`src/rtl/kpi_pkg.sv`:
```
// ----------------------------------------------------------------------------
// kpi_pkg
// Shared types, constants and helpers of the keyframe pose interpolator.
// ----------------------------------------------------------------------------
package kpi_pkg;

	localparam int ANGLE_W = 16;
	localparam int JOINTS  = 6;
	localparam int POSE_W  = ANGLE_W * JOINTS;
	localparam int STEP_W  = 8;
	localparam int JOINT_W = 3;

	// Divider retires this many quotient bits per cycle
	localparam int DIV_BITS   = 4;
	localparam int DIV_CYCLES = ANGLE_W / DIV_BITS;
	localparam int DIV_CNT_W  = $clog2(DIV_CYCLES);

	localparam logic [STEP_W-1:0] STEP_COUNT_RESET = 8'd10;

	typedef logic [POSE_W-1:0] pose_t;

	typedef enum logic [1:0] {
		CMD_STORE  = 2'd0,
		CMD_PLAY   = 2'd1,
		CMD_TICK   = 2'd2,
		CMD_IGNORE = 2'd3
	} cmd_t;

	typedef enum logic [2:0] {
		ST_IDLE,
		ST_RD_A,
		ST_RD_B,
		ST_DIV_GO,
		ST_DIV_WAIT
	} state_t;

	// Clamp a 17 bit signed value to 16 bit signed
	function automatic logic signed [ANGLE_W-1:0] sat17(input logic signed [ANGLE_W:0] v);
		logic signed [ANGLE_W-1:0] r;
		if (v[ANGLE_W] != v[ANGLE_W-1])
			r = v[ANGLE_W] ? {1'b1, {(ANGLE_W-1){1'b0}}} : {1'b0, {(ANGLE_W-1){1'b1}}};
		else
			r = v[ANGLE_W-1:0];
		return r;
	endfunction

endpackage

```
`src/rtl/kpi_div.sv`:
```
// ----------------------------------------------------------------------------
// kpi_div
// Signed 17 by unsigned 8 bit divider, truncating toward zero, with the
// quotient clamped to 16 bit signed. Restoring, several bits per cycle.
// ----------------------------------------------------------------------------
module kpi_div (
	input  logic                                   clk,
	input  logic                                   arst_n,
	input  logic                                   start,
	input  logic signed [kpi_pkg::ANGLE_W:0]       dividend,
	input  logic [kpi_pkg::STEP_W-1:0]             divisor,
	output logic                                   done,
	output logic signed [kpi_pkg::ANGLE_W-1:0]     quotient
);
	import kpi_pkg::*;

	logic                  run_q;
	logic                  done_q;
	logic [DIV_CNT_W-1:0]  cnt_q;
	logic                  neg_q;
	logic [ANGLE_W-1:0]    num_q;
	logic [STEP_W-1:0]     rem_q;
	logic [STEP_W-1:0]     div_q;
	logic signed [ANGLE_W-1:0] quot_q;

	logic [ANGLE_W:0]      mag;
	logic [ANGLE_W-1:0]    num_d;
	logic [STEP_W-1:0]     rem_d;
	logic signed [ANGLE_W:0] signed_q;

	assign mag = dividend[ANGLE_W] ? (ANGLE_W+1)'(-dividend) : dividend;

	// Shift the dividend out at the top and the quotient in at the bottom
	always_comb begin
		logic [STEP_W:0] r;
		num_d = num_q;
		rem_d = rem_q;
		for (int k = 0; k < DIV_BITS; k++) begin
			r = {rem_d, num_d[ANGLE_W-1]};
			num_d = {num_d[ANGLE_W-2:0], 1'b0};
			if (r >= {1'b0, div_q}) begin
				r = r - {1'b0, div_q};
				num_d[0] = 1'b1;
			end
			rem_d = r[STEP_W-1:0];
		end
	end

	assign signed_q = neg_q ? -$signed({1'b0, num_d}) : $signed({1'b0, num_d});

	always_ff @(posedge clk or negedge arst_n) begin
		if (!arst_n) begin
			run_q  <= 1'b0;
			done_q <= 1'b0;
			cnt_q  <= '0;
		end else begin
			done_q <= 1'b0;
			if (start) begin
				run_q <= 1'b1;
				cnt_q <= '0;
			end else if (run_q) begin
				cnt_q <= cnt_q + 1'b1;
				if (cnt_q == DIV_CNT_W'(DIV_CYCLES - 1)) begin
					run_q  <= 1'b0;
					done_q <= 1'b1;
				end
			end
		end
	end

	always_ff @(posedge clk) begin
		if (start) begin
			neg_q <= dividend[ANGLE_W];
			num_q <= mag[ANGLE_W-1:0];
			rem_q <= '0;
			div_q <= divisor;
		end else if (run_q) begin
			num_q <= num_d;
			rem_q <= rem_d;
			if (cnt_q == DIV_CNT_W'(DIV_CYCLES - 1)) begin
				quot_q <= sat17(signed_q);
			end
		end
	end

	assign done     = done_q;
	assign quotient = quot_q;

endmodule

```
`config.mk`:
```
export PLATFORM = sky130hd
export DESIGN_NAME = kpi_div
export DESIGN_NICKNAME = d
export VERILOG_FILES = /design/src/rtl/kpi_pkg.sv /design/src/rtl/kpi_div.sv
export SDC_FILE = /design/constraint.sdc
export NUM_CORES = 1
export LEC_CHECK = 0
export CORE_ASPECT_RATIO = 0.8
export CORE_UTILIZATION = 65
export DETAILED_ROUTE_END_ITERATION = 6
export DONT_BUFFER_PORTS = 1
export PLACE_DENSITY = 0.84
export SYNTH_ARGS = -nofsm -noshare
export SYNTH_HDL_FRONTEND = slang
export SYNTH_SLANG_ARGS = --single-unit
```
`constraint.sdc`:
```
create_clock -name clk -period 11 [get_ports clk]
set_input_delay 1.1 -clock clk [delete_from_list [all_inputs] [get_ports clk]]
set_output_delay 1.1 -clock clk [all_outputs]
set_load 0.01 [all_outputs]
```
Word-level counts from Yosys, hierarchy flattened
Index checks and enable logic that the tools add are counted.
{"block": "op_classes", "n_addsub": 7, "magnitude_cmp": 4, "eq_ne": 2, "mux": 22, "bitwise": 1, "n_reduce_logical": 2}
{"cell": "2-to-1 mux 16 bit", "n": 5}
{"cell": ">= comparator 9 x 8 -> 1 bit", "n": 4}
{"cell": "2-to-1 mux 8 bit", "n": 4}
{"cell": "subtractor 8 bit", "n": 4}
{"cell": "2-to-1 mux 17 bit", "n": 1}
{"cell": "negator 16 -> 17 bit", "n": 1}
{"cell": "negator 16 bit", "n": 1}
{"cell": "2-to-1 mux 1 bit", "n": 10}
{"cell": "2-to-1 mux 2 bit", "n": 2}
{"cell": "AND reduction 3 bit", "n": 1}
{"cell": "adder 2 x 1 -> 2 bit (second input constant)", "n": 1}
{"cell": "equality test 2 bit (second input constant)", "n": 1}
{"cell": "nonzero test 2 bit", "n": 1}
{"cell": "inequality test 1 bit", "n": 1}
{"cell": "NOT 1 bit", "n": 1}
{"block": "word_totals", "regBits": 53, "inputBits": 28, "out_inout_bits": 17, "elab_cells": 46}

Depth between registers and ports, before layout
Gate-level depths: netlist of run 1.
{"block": "depth", "ltp_word": 12, "depth_mapped": 45, "mapped_depth_nobuf": 40}

Least setup slack after synthesis of run 1
Ideal clock, no wire load.
{"block": "synth_path", "kind": "reg2reg", "startpoint": "register div_q[1]", "endpoint": "register quot_q[14], in the netlist quotient[14] (data pin)", "setup_ps": 279, "arrival_ps": 8647, "required_time_ps": 10721, "slack_ps": 2074, "stages_incl_launch_ff": 45, "n_path_buf": 6, "path_cell_list": "edfxtp_1 inv_1 ha_1 nand2b_1 a21oi_1 o221ai_1 nand2_1 buf_2 mux2_2 ha_1 o211ai_1 a211o_1 o211ai_1 nor2_1 o211a_1 buf_1 nand2_1 o21ai_0 [9 not listed] nand2_1 a21boi_0 ha_1 nor2b_1 o31a_1 o211ai_1 nand2_1 o221ai_1 inv_1 a221oi_4 buf_6 ha_1 and4_1 clkbuf_1 nand2b_1 o31ai_1 xor2_1 a21oi_1"}
{"block": "synth_between", "elab_chain_len": 12, "word_cells_on_any_way": 19, "cone_classes": "add/sub: 4; order compare: 4; eq/ne: 1; mux: 10"}
{"element": "start, declared", "line_no": "kpi_div.sv:23", "text": "logic [STEP_W-1:0] div_q;"}
{"element": "start signal, assigned", "line_no": "kpi_div.sv:76", "text": "div_q <= divisor;"}
{"element": "subtractor 8 bit / >= comparator 9 x 8 -> 1 bit (equally long branches)", "line_no": "kpi_div.sv:42, kpi_div.sv:41"}
{"element": "2-to-1 mux 8 bit", "line_no": "kpi_div.sv:41", "text": "if (r >= {1'b0, div_q}) begin"}
{"element": "subtractor 8 bit / >= comparator 9 x 8 -> 1 bit (equally long branches)", "line_no": "kpi_div.sv:42, kpi_div.sv:41"}
{"element": "2-to-1 mux 8 bit", "line_no": "kpi_div.sv:41"}
{"element": "subtractor 8 bit / >= comparator 9 x 8 -> 1 bit (equally long branches)", "line_no": "kpi_div.sv:42, kpi_div.sv:41"}
{"element": "2-to-1 mux 8 bit", "line_no": "kpi_div.sv:41"}
{"element": ">= comparator 9 x 8 -> 1 bit", "line_no": "kpi_div.sv:41"}
{"element": "2-to-1 mux 1 bit", "line_no": "kpi_div.sv:41"}
{"element": "negator 16 -> 17 bit (*)", "line_no": "kpi_div.sv:49", "text": "assign signed_q = neg_q ? -$signed({1'b0, num_d}) : $signed({1'b0, num_d});"}
{"element": "2-to-1 mux 17 bit (*)", "line_no": "kpi_div.sv:49"}
{"element": "2-to-1 mux 16 bit / inequality test 1 bit (equally long branches)", "line_no": "kpi_pkg.sv:41, kpi_pkg.sv:40"}
{"element": "2-to-1 mux 16 bit (*)", "line_no": "kpi_pkg.sv:40", "text": "if (v[ANGLE_W] != v[ANGLE_W-1])"}
{"element": "end signal, assigned", "line_no": "kpi_div.sv:81", "text": "quot_q <= sat17(signed_q);"}
{"element": "end, declared", "line_no": "kpi_div.sv:24", "text": "logic signed [ANGLE_W-1:0] quot_q;"}
Mark *: on every way between the ends. The rest lies on a longest branch, timed or not.
A chain may end at the register's enable or synchronous reset.

Worst setup path after layout of run 1
{"block": "layout_path", "startpoint": "register div_q[1]", "endpoint": "register quot_q[2], in the netlist quotient[2] (data pin)"}
{"block": "layout_between", "elab_chain_len": 12, "word_cells_on_any_way": 19, "cone_classes": "add/sub: 4; order compare: 4; eq/ne: 1; mux: 10"}
{"element": "subtractor 8 bit / >= comparator 9 x 8 -> 1 bit (equally long branches)", "line_no": "kpi_div.sv:42, kpi_div.sv:41"}
{"element": "2-to-1 mux 8 bit", "line_no": "kpi_div.sv:41"}
{"element": "subtractor 8 bit / >= comparator 9 x 8 -> 1 bit (equally long branches)", "line_no": "kpi_div.sv:42, kpi_div.sv:41"}
{"element": "2-to-1 mux 8 bit", "line_no": "kpi_div.sv:41"}
{"element": "subtractor 8 bit / >= comparator 9 x 8 -> 1 bit (equally long branches)", "line_no": "kpi_div.sv:42, kpi_div.sv:41"}
{"element": "2-to-1 mux 8 bit", "line_no": "kpi_div.sv:41"}
{"element": ">= comparator 9 x 8 -> 1 bit", "line_no": "kpi_div.sv:41"}
{"element": "2-to-1 mux 1 bit", "line_no": "kpi_div.sv:41"}
{"element": "negator 16 -> 17 bit", "line_no": "kpi_div.sv:49"}
{"element": "2-to-1 mux 17 bit (*)", "line_no": "kpi_div.sv:49"}
{"element": "2-to-1 mux 16 bit / inequality test 1 bit (equally long branches)", "line_no": "kpi_pkg.sv:41, kpi_pkg.sv:40"}
{"element": "2-to-1 mux 16 bit (*)", "line_no": "kpi_pkg.sv:40"}
Marked as above.

==> results_dict.tcl, run 1 <==
set metrics [dict create \
    outcome "complete, but fails checks" \
    failed_checks "design-rule violations" \
    fin_worst_skew_ns 0.0103 \
    area_growth_syn_to_layout_pct 4.25 \
    critical-path-slowest-cell "sky130_fd_sc_hd__o211a_1" \
    numPortBuffers 0 \
    vias_per_cell 6.77 \
    drtIter0Drc 351 \
    max-clock-path-buffers 2 \
    synth.ff_latch_count 53 \
    most-common-layout-cells "sky130_fd_sc_hd__nor2_1 (41), sky130_fd_sc_hd__edfxtp_1 (41), sky130_fd_sc_hd__a21oi_1 (38), sky130_fd_sc_hd__ha_1 (35), sky130_fd_sc_hd__nand2_1 (33)" \
    netlist_instances 486 \
    drt_pre_antenna_iters 7 \
    insertion_delay_ns 0.32 \
    grt_usage_pct 30.8 \
    drc_errors 4 \
    tritoncts_num_sinks 53 \
    worst_path_most_repeated_cell "sky130_fd_sc_hd__ha_1" \
    required_ns 11.12 \
    vias 3830 \
    worst_setup_hold_path_clk_slew_ns 0.11 \
    finalCritPeriodShare_pct 93.2 \
    antenna_cells 0 \
    fin_crit_ns 10.25 \
    met3WireLength_um 1080 \
    gpl.final_weighted_congestion 0.906 \
    min_path_type "in2async" \
    asr_flop_ratio_synth_pct 7.55 \
    worstSetupPathType "reg2reg" \
    grt_antenna_before_repair 0 \
    maxSlewViolCount 0 \
    wire_per_inst_um 19.2 \
    n_fill_cell 497 \
    met2RoutedLength_um 4600 \
    yosysSeqAreaShare_pct 33.1 \
    initial_utilization_pct 68.9 \
    setup_repair_after_global_routing_missed_its_margin "false" \
    logic_depth_of_the_worst_register_to_register_path 38 \
    grt.overflow.total 0 \
    numCtsBuffers 5 \
    fmax_ghz 0.0975 \
    yosys_warnings 0 \
    post_synth_num_cell_types 63 \
    final.setup.tns_ns 0 \
    cp_data_arrival_time_ns 10.37 \
    synth_enable_flop_cells 41 \
    ctsHtreeMaxLevel 2 \
    row_count 26 \
    wl_met1_um 5040 \
    cp_max_fo 25 \
    number_of_global_route_vias_before_repair 3392 \
    die_area_um2 7270 \
    total_nets_final 548 \
    synthesis.area_per_instance_um2 9.27 \
    report.final.setup_viol 0 \
    placeableCoreArea_um2 6540 \
    mappedNetlistNets 553 \
    mappedNetlistArea_um2 4510 \
    routed.top_layer "met4" \
    antenna_violating_nets_post_route 0 \
    global_route_wire_length_before_repair_um 17000 \
    hold_viol_final 0 \
    synth_top_flop_cell "sky130_fd_sc_hd__edfxtp_1" \
    setup.worst_path.start_class "flop" \
    timing.max_cap.violations 0 \
    layout-drive-gt1-share_pct 8.51 \
    fp.dieW_um 95.1 \
    tritoncts "done" \
    maxSlewHeadroom_pct 29.4 \
    slowest_delay_ns 0.51 \
    crit_path_end_kind "flop" \
    ctsRootBufferMaster "sky130_fd_sc_hd__clkbuf_8" \
    hpwl_um 8320 \
    grt_max_degree 48 \
    die_h_um 76.5 \
    postRouteWirelength_um 10900 \
    max_slew.worst_pin.slew_ns 1.06 \
    ios 45 \
]
==> path summary, 6_finish.rpt <==
check	from	end	slack, ns
setup / recovery	div_q[1]$_DFFE_PP_	quotient[2]$_DFFE_PP_	0.75
hold / removal	arst_n	cnt_q[0]$_DFFE_PN0P_	0.46
setup reg to reg	div_q[1]$_DFFE_PP_	quotient[2]$_DFFE_PP_	0.75
hold reg to reg	rem_q[7]$_SDFFE_PP0P_	rem_q[7]$_SDFFE_PP0P_	0.54
max in group asynchronous	arst_n	done$_DFF_PN0_	10.47
min in group clk	rem_q[7]$_SDFFE_PP0P_	rem_q[7]$_SDFFE_PP0P_	0.54
==> critical path: cells and delay by family, from the launching register on <==
kind / cells / cell delay, ns
adder cells (fa/ha/maj): 5 / 1.64
buffers and inverters: 2 / 0.33
flip-flops: 1 / 0.44
AND/OR/NAND/NOR: 10 / 2.06
multiplexers: 1 / 0.41
AO/OA/AOI/OAI: 20 / 5.17
==> flip-flops by register name (all words and copies together) (netlist names) <==
signal and flops:
quotient 16, num_q 16, neg_q 1, div_q 8, done 1, run_q 1
cnt_q 2, rem_q 8
==> cells in the mapped netlist (all sizes together), types with 4 or more instances <==
master | count | area, um2
or4 | 4 | 30.0
o21ai | 22 | 110
nand2 | 33 | 124
a31oi | 5 | 31.3
clkbuf | 12 | 45.0
a311oi | 4 | 35.0
inv | 30 | 113
o22ai | 4 | 25.0
edfxtp | 41 | 1230
a21o | 8 | 60.1
a211oi | 9 | 67.6
ha | 35 | 438
nor2 | 41 | 154
dfrtp | 4 | 100
mux2i | 13 | 130
buf | 5 | 30.0
dfxtp | 8 | 160
o211ai | 5 | 42.5
or3 | 8 | 50.1
a21oi | 39 | 199
o21a | 9 | 67.6
nand3 | 6 | 30.0
nor3b | 5 | 37.5
nand4 | 7 | 43.8
o31ai | 9 | 67.6
xor2 | 20 | 175
xnor2 | 19 | 166
nand2b | 6 | 37.5
nor3 | 8 | 40.0
mux2 | 17 | 191
nor2b | 9 | 56.3
fa | 4 | 80.1
==> final cells by class <==
| cell class | count | area (um2) | area share [%] |
|---|---|---|---|
| Clock inverter | 3 | 50.0 | 1.07 |
| Inverter | 31 | 116 | 2.48 |
| Multi-Input combinational cell | 385 | 2830 | 60.2 |
| Tap cell | 84 | 105 | 2.24 |
| Sequential cell | 53 | 1490 | 31.8 |
| Clock buffer | 5 | 68.8 | 1.47 |
| Timing Repair Buffer | 5 | 37.5 | 0.799 |
==> timing repair <==
item,CTS,global route
gates resized for setup,0,1
setup endpoints to repair,0,14
hold buffers,0,0
setup buffers,0,4
==> metal layers <==
| metal | vias up | GRT usage [%] |
|---|---|---|
| met1 | 1806 | 47.8 |
| met2 | 203 | 43.6 |
| met4 | 0 | 8.18 |
| met5 | - | 0 |
| li1 | 1806 | - |
| met3 | 15 | 5.49 |
==> kinds of logic (layout without fill, tap and decap cells) <==
| logic type | Yosys count | count (layout) | share of synthesized area, % |
|---|---|---|---|
| buffers and inverters | 48 | 44 | 4.25 |
| adder cells (fa/ha/maj) | 39 | 39 | 11.5 |
| XOR/XNOR | 39 | 39 | 7.58 |
| multiplexers | 30 | 30 | 7.14 |
| AND/OR/NAND/NOR | 138 | 138 | 15.3 |
| flip-flops | 53 | 53 | 33.1 |
| AO/OA/AOI/OAI | 139 | 139 | 21.1 |
==> through the flow <==
| stage | instance area, um2 | hold slack (ns) | setup WS, ns | instances | util [%] |
|---|---|---|---|---|---|
| after detailed placement | 4550 | 0.528 | 0.689 | 554 | 69.6 |
| after CTS | 4670 | 0.458 | 0.577 | 562 | 71.4 |
| after floorplan | 4510 | 0.475 | 2.07 | 486 | - |
| final | 4700 | 0.460 | 0.745 | 566 | 71.8 |
| after global routing | 4700 | 0.436 | 0.0517 | 566 | 71.8 |
| after global placement | 4550 | 0.509 | 1.12 | 554 | 69.6 |
Power of run 1 is left out: the tool's default activity adds up to more than one toggle a clock period on the data nets, which glitch-free logic cannot reach.
==> run 2, diff against run 1 <==
Settings changed: PLACE_DENSITY 0.84 to 0.79.
==> run 2 against run 1 <==
The run now ends clean. Sequential cell count is the same. Clock-buffer cell count up 1. Clock skew increased by 0.0016 ns. Global-route usage grew 2.1 points. First-iteration DRC count grew 24%. Non-clock buffer count up 1. Core utilization unchanged. Register-to-register slack improved by 0.10 ns. Via count about the same. Final cell count increased by 0.18%.
==> results_dict.tcl, run 2 (synthesis gave the netlist of run 1 again) <==
set metrics [dict create \
    post_cts_hold_buffers 0 \
    ctsHtreeMaxLevel 2 \
    setup_repair_after_global_routing_missed_its_margin "false" \
    antenna_violating_nets_post_route 0 \
    cp_max_fo 16 \
    setup.worst_path.start_class "flop" \
    worst_r2r_startpoint "div_q[1]$_DFFE_PP_" \
    grt_max_degree 48 \
    numPortBuffers 0 \
    drt_pre_antenna_iters 5 \
    fin_worst_hold_slack_ns 0.463 \
    grt.overflow.total 0 \
    grt_antenna_before_repair 0 \
    placeableCoreArea_um2 6540 \
    die_area_um2 7270 \
    hold_viol_final 0 \
    ios 45 \
    drc_errors 0 \
    report.final.setup_viol 0 \
    grt_usage_pct 32.9 \
    number_of_global_route_vias_before_repair 3496 \
    area_growth_syn_to_layout_pct 4.25 \
    drtIter0Drc 436 \
    postRouteWirelength_um 11400 \
    global_route_wire_length_before_repair_um 18100 \
    required_ns 11.05 \
    maxSlewHeadroom_pct 46.4 \
    critical_path.top_delay_family "compound AO/OA/AOI/OAI gates" \
    fmax_ghz 0.0985 \
    worst_setup_hold_path_clk_slew_ns 0.11 \
    fin_worst_skew_ns 0.0119 \
    max-clock-path-buffers 2 \
    antenna_cells 0 \
    multi_input_comb_area_um2 2830 \
    worstSetupPathType "reg2reg" \
    maxSlewViolCount 0 \
    post-route-util_pct 71.8 \
    gpl.final_weighted_congestion 0.918 \
    crit_path_end_kind "flop" \
    n_fill_cell 504 \
    worst_r2r_endpoint "quotient[12]$_DFFE_PP_" \
    slowest_delay_ns 0.51 \
    cp_data_arrival_time_ns 10.21 \
    vias_per_cell 6.76 \
    numCtsBuffers 5 \
    total_nets_final 549 \
    max_slew.worst_pin.slew_ns 0.797 \
    vias 3833 \
    tritoncts "done" \
    tritoncts_num_sinks 53 \
    critical-path-slowest-cell "sky130_fd_sc_hd__o211a_1" \
    cp.depth 38 \
    worst_path_most_repeated_cell "sky130_fd_sc_hd__ha_1" \
    hpwl_um 8890 \
    ctsRootBufferMaster "sky130_fd_sc_hd__clkbuf_8" \
    initial_utilization_pct 68.9 \
    path_buf_inv 3 \
    die_h_um 76.5 \
    layout-drive-gt1-share_pct 8.49 \
    seqCellArea_um2 1490 \
    worst-r2r-setup-slack_ns 0.85 \
    timing.max_cap.violations 0 \
    final.setup.tns_ns 0 \
    finalCritPeriodShare_pct 92.3 \
    wire_per_inst_um 20.1 \
    row_count 26 \
    min_path_type "in2async" \
    insertion_delay_ns 0.32 \
    fin_crit_ns 10.15 \
    most-common-layout-cells "sky130_fd_sc_hd__nor2_1 (41), sky130_fd_sc_hd__edfxtp_1 (41), sky130_fd_sc_hd__a21oi_1 (38), sky130_fd_sc_hd__ha_1 (35), sky130_fd_sc_hd__nand2_1 (33)" \
    outcome "complete, no violations" \
    logic_depth_of_the_worst_register_to_register_path 38 \
    fp.dieW_um 95.1 \
]
[run 2: cell types whose count changed in the layout (fill, tap and decap cells not counted), sizes merged]
cell    delta
inv        -1
clkbuf     +1
buf        +1
[run 2: through the flow]
step / std cells / setup slack, ns / instance area (um2)
floorplan: 486 / 2.07 / 4510
global placement: 555 / 1.11 / 4560
detailed placement: 555 / 0.706 / 4560
CTS: 563 / 0.673 / 4670
global route: 567 / 0.0745 / 4700
finish: 567 / 0.848 / 4700
[run 2: worst max path at each step]
stage / startpoint / endpoint / slack (ns)
after global routing: div_q[1]$_DFFE_PP_ / quotient[12]$_DFFE_PP_ / 0.07
after floorplan: div_q[1]$_DFFE_PP_ / quotient[14]$_DFFE_PP_ / 2.07
final: div_q[1]$_DFFE_PP_ / quotient[12]$_DFFE_PP_ / 0.85
after detailed placement: div_q[1]$_DFFE_PP_ / quotient[12]$_DFFE_PP_ / 0.71
after CTS: div_q[1]$_DFFE_PP_ / quotient[12]$_DFFE_PP_ / 0.67
after global placement: div_q[1]$_DFFE_PP_ / quotient[12]$_DFFE_PP_ / 1.11
[run 2: routing by layer]
layer | GRT usage (%) | up-vias | share of wire, %
met3 | 5.49 | 15 | 10
li1 | - | 1800 | -
met4 | 6.67 | 0 | 0.91
met2 | 46.9 | 218 | 43
met5 | 0 | - | 0
met1 | 51.7 | 1800 | 46
[run 2: layout make-up]
| type | instances | area share, % |
|---|---|---|
| inverter | 31 | 2.48 |
| tap | 84 | 2.24 |
| clock buffer | 6 | 1.55 |
| timing repair buffer | 6 | 0.959 |
| multi-input combinational | 385 | 60.2 |
| sequential | 53 | 31.8 |
| clock inverter | 2 | 0.826 |
[run 2: repair_timing]
item,4_1_cts,5_1_grt
resized for setup,0,1
endpoints found under the setup margin,0,15
setup buffers,0,4
[run 2: worst reg2reg max path, delay by kind of cell (launching register included)]
family,cells,cell delay [ns]
flops,1,0.44
mux,1,0.41
buf+inv,3,0.62
simple gates,11,2.14
fa+ha+maj,5,1.65
compound gates,18,4.63
Power of run 2 is left out for the same reason.
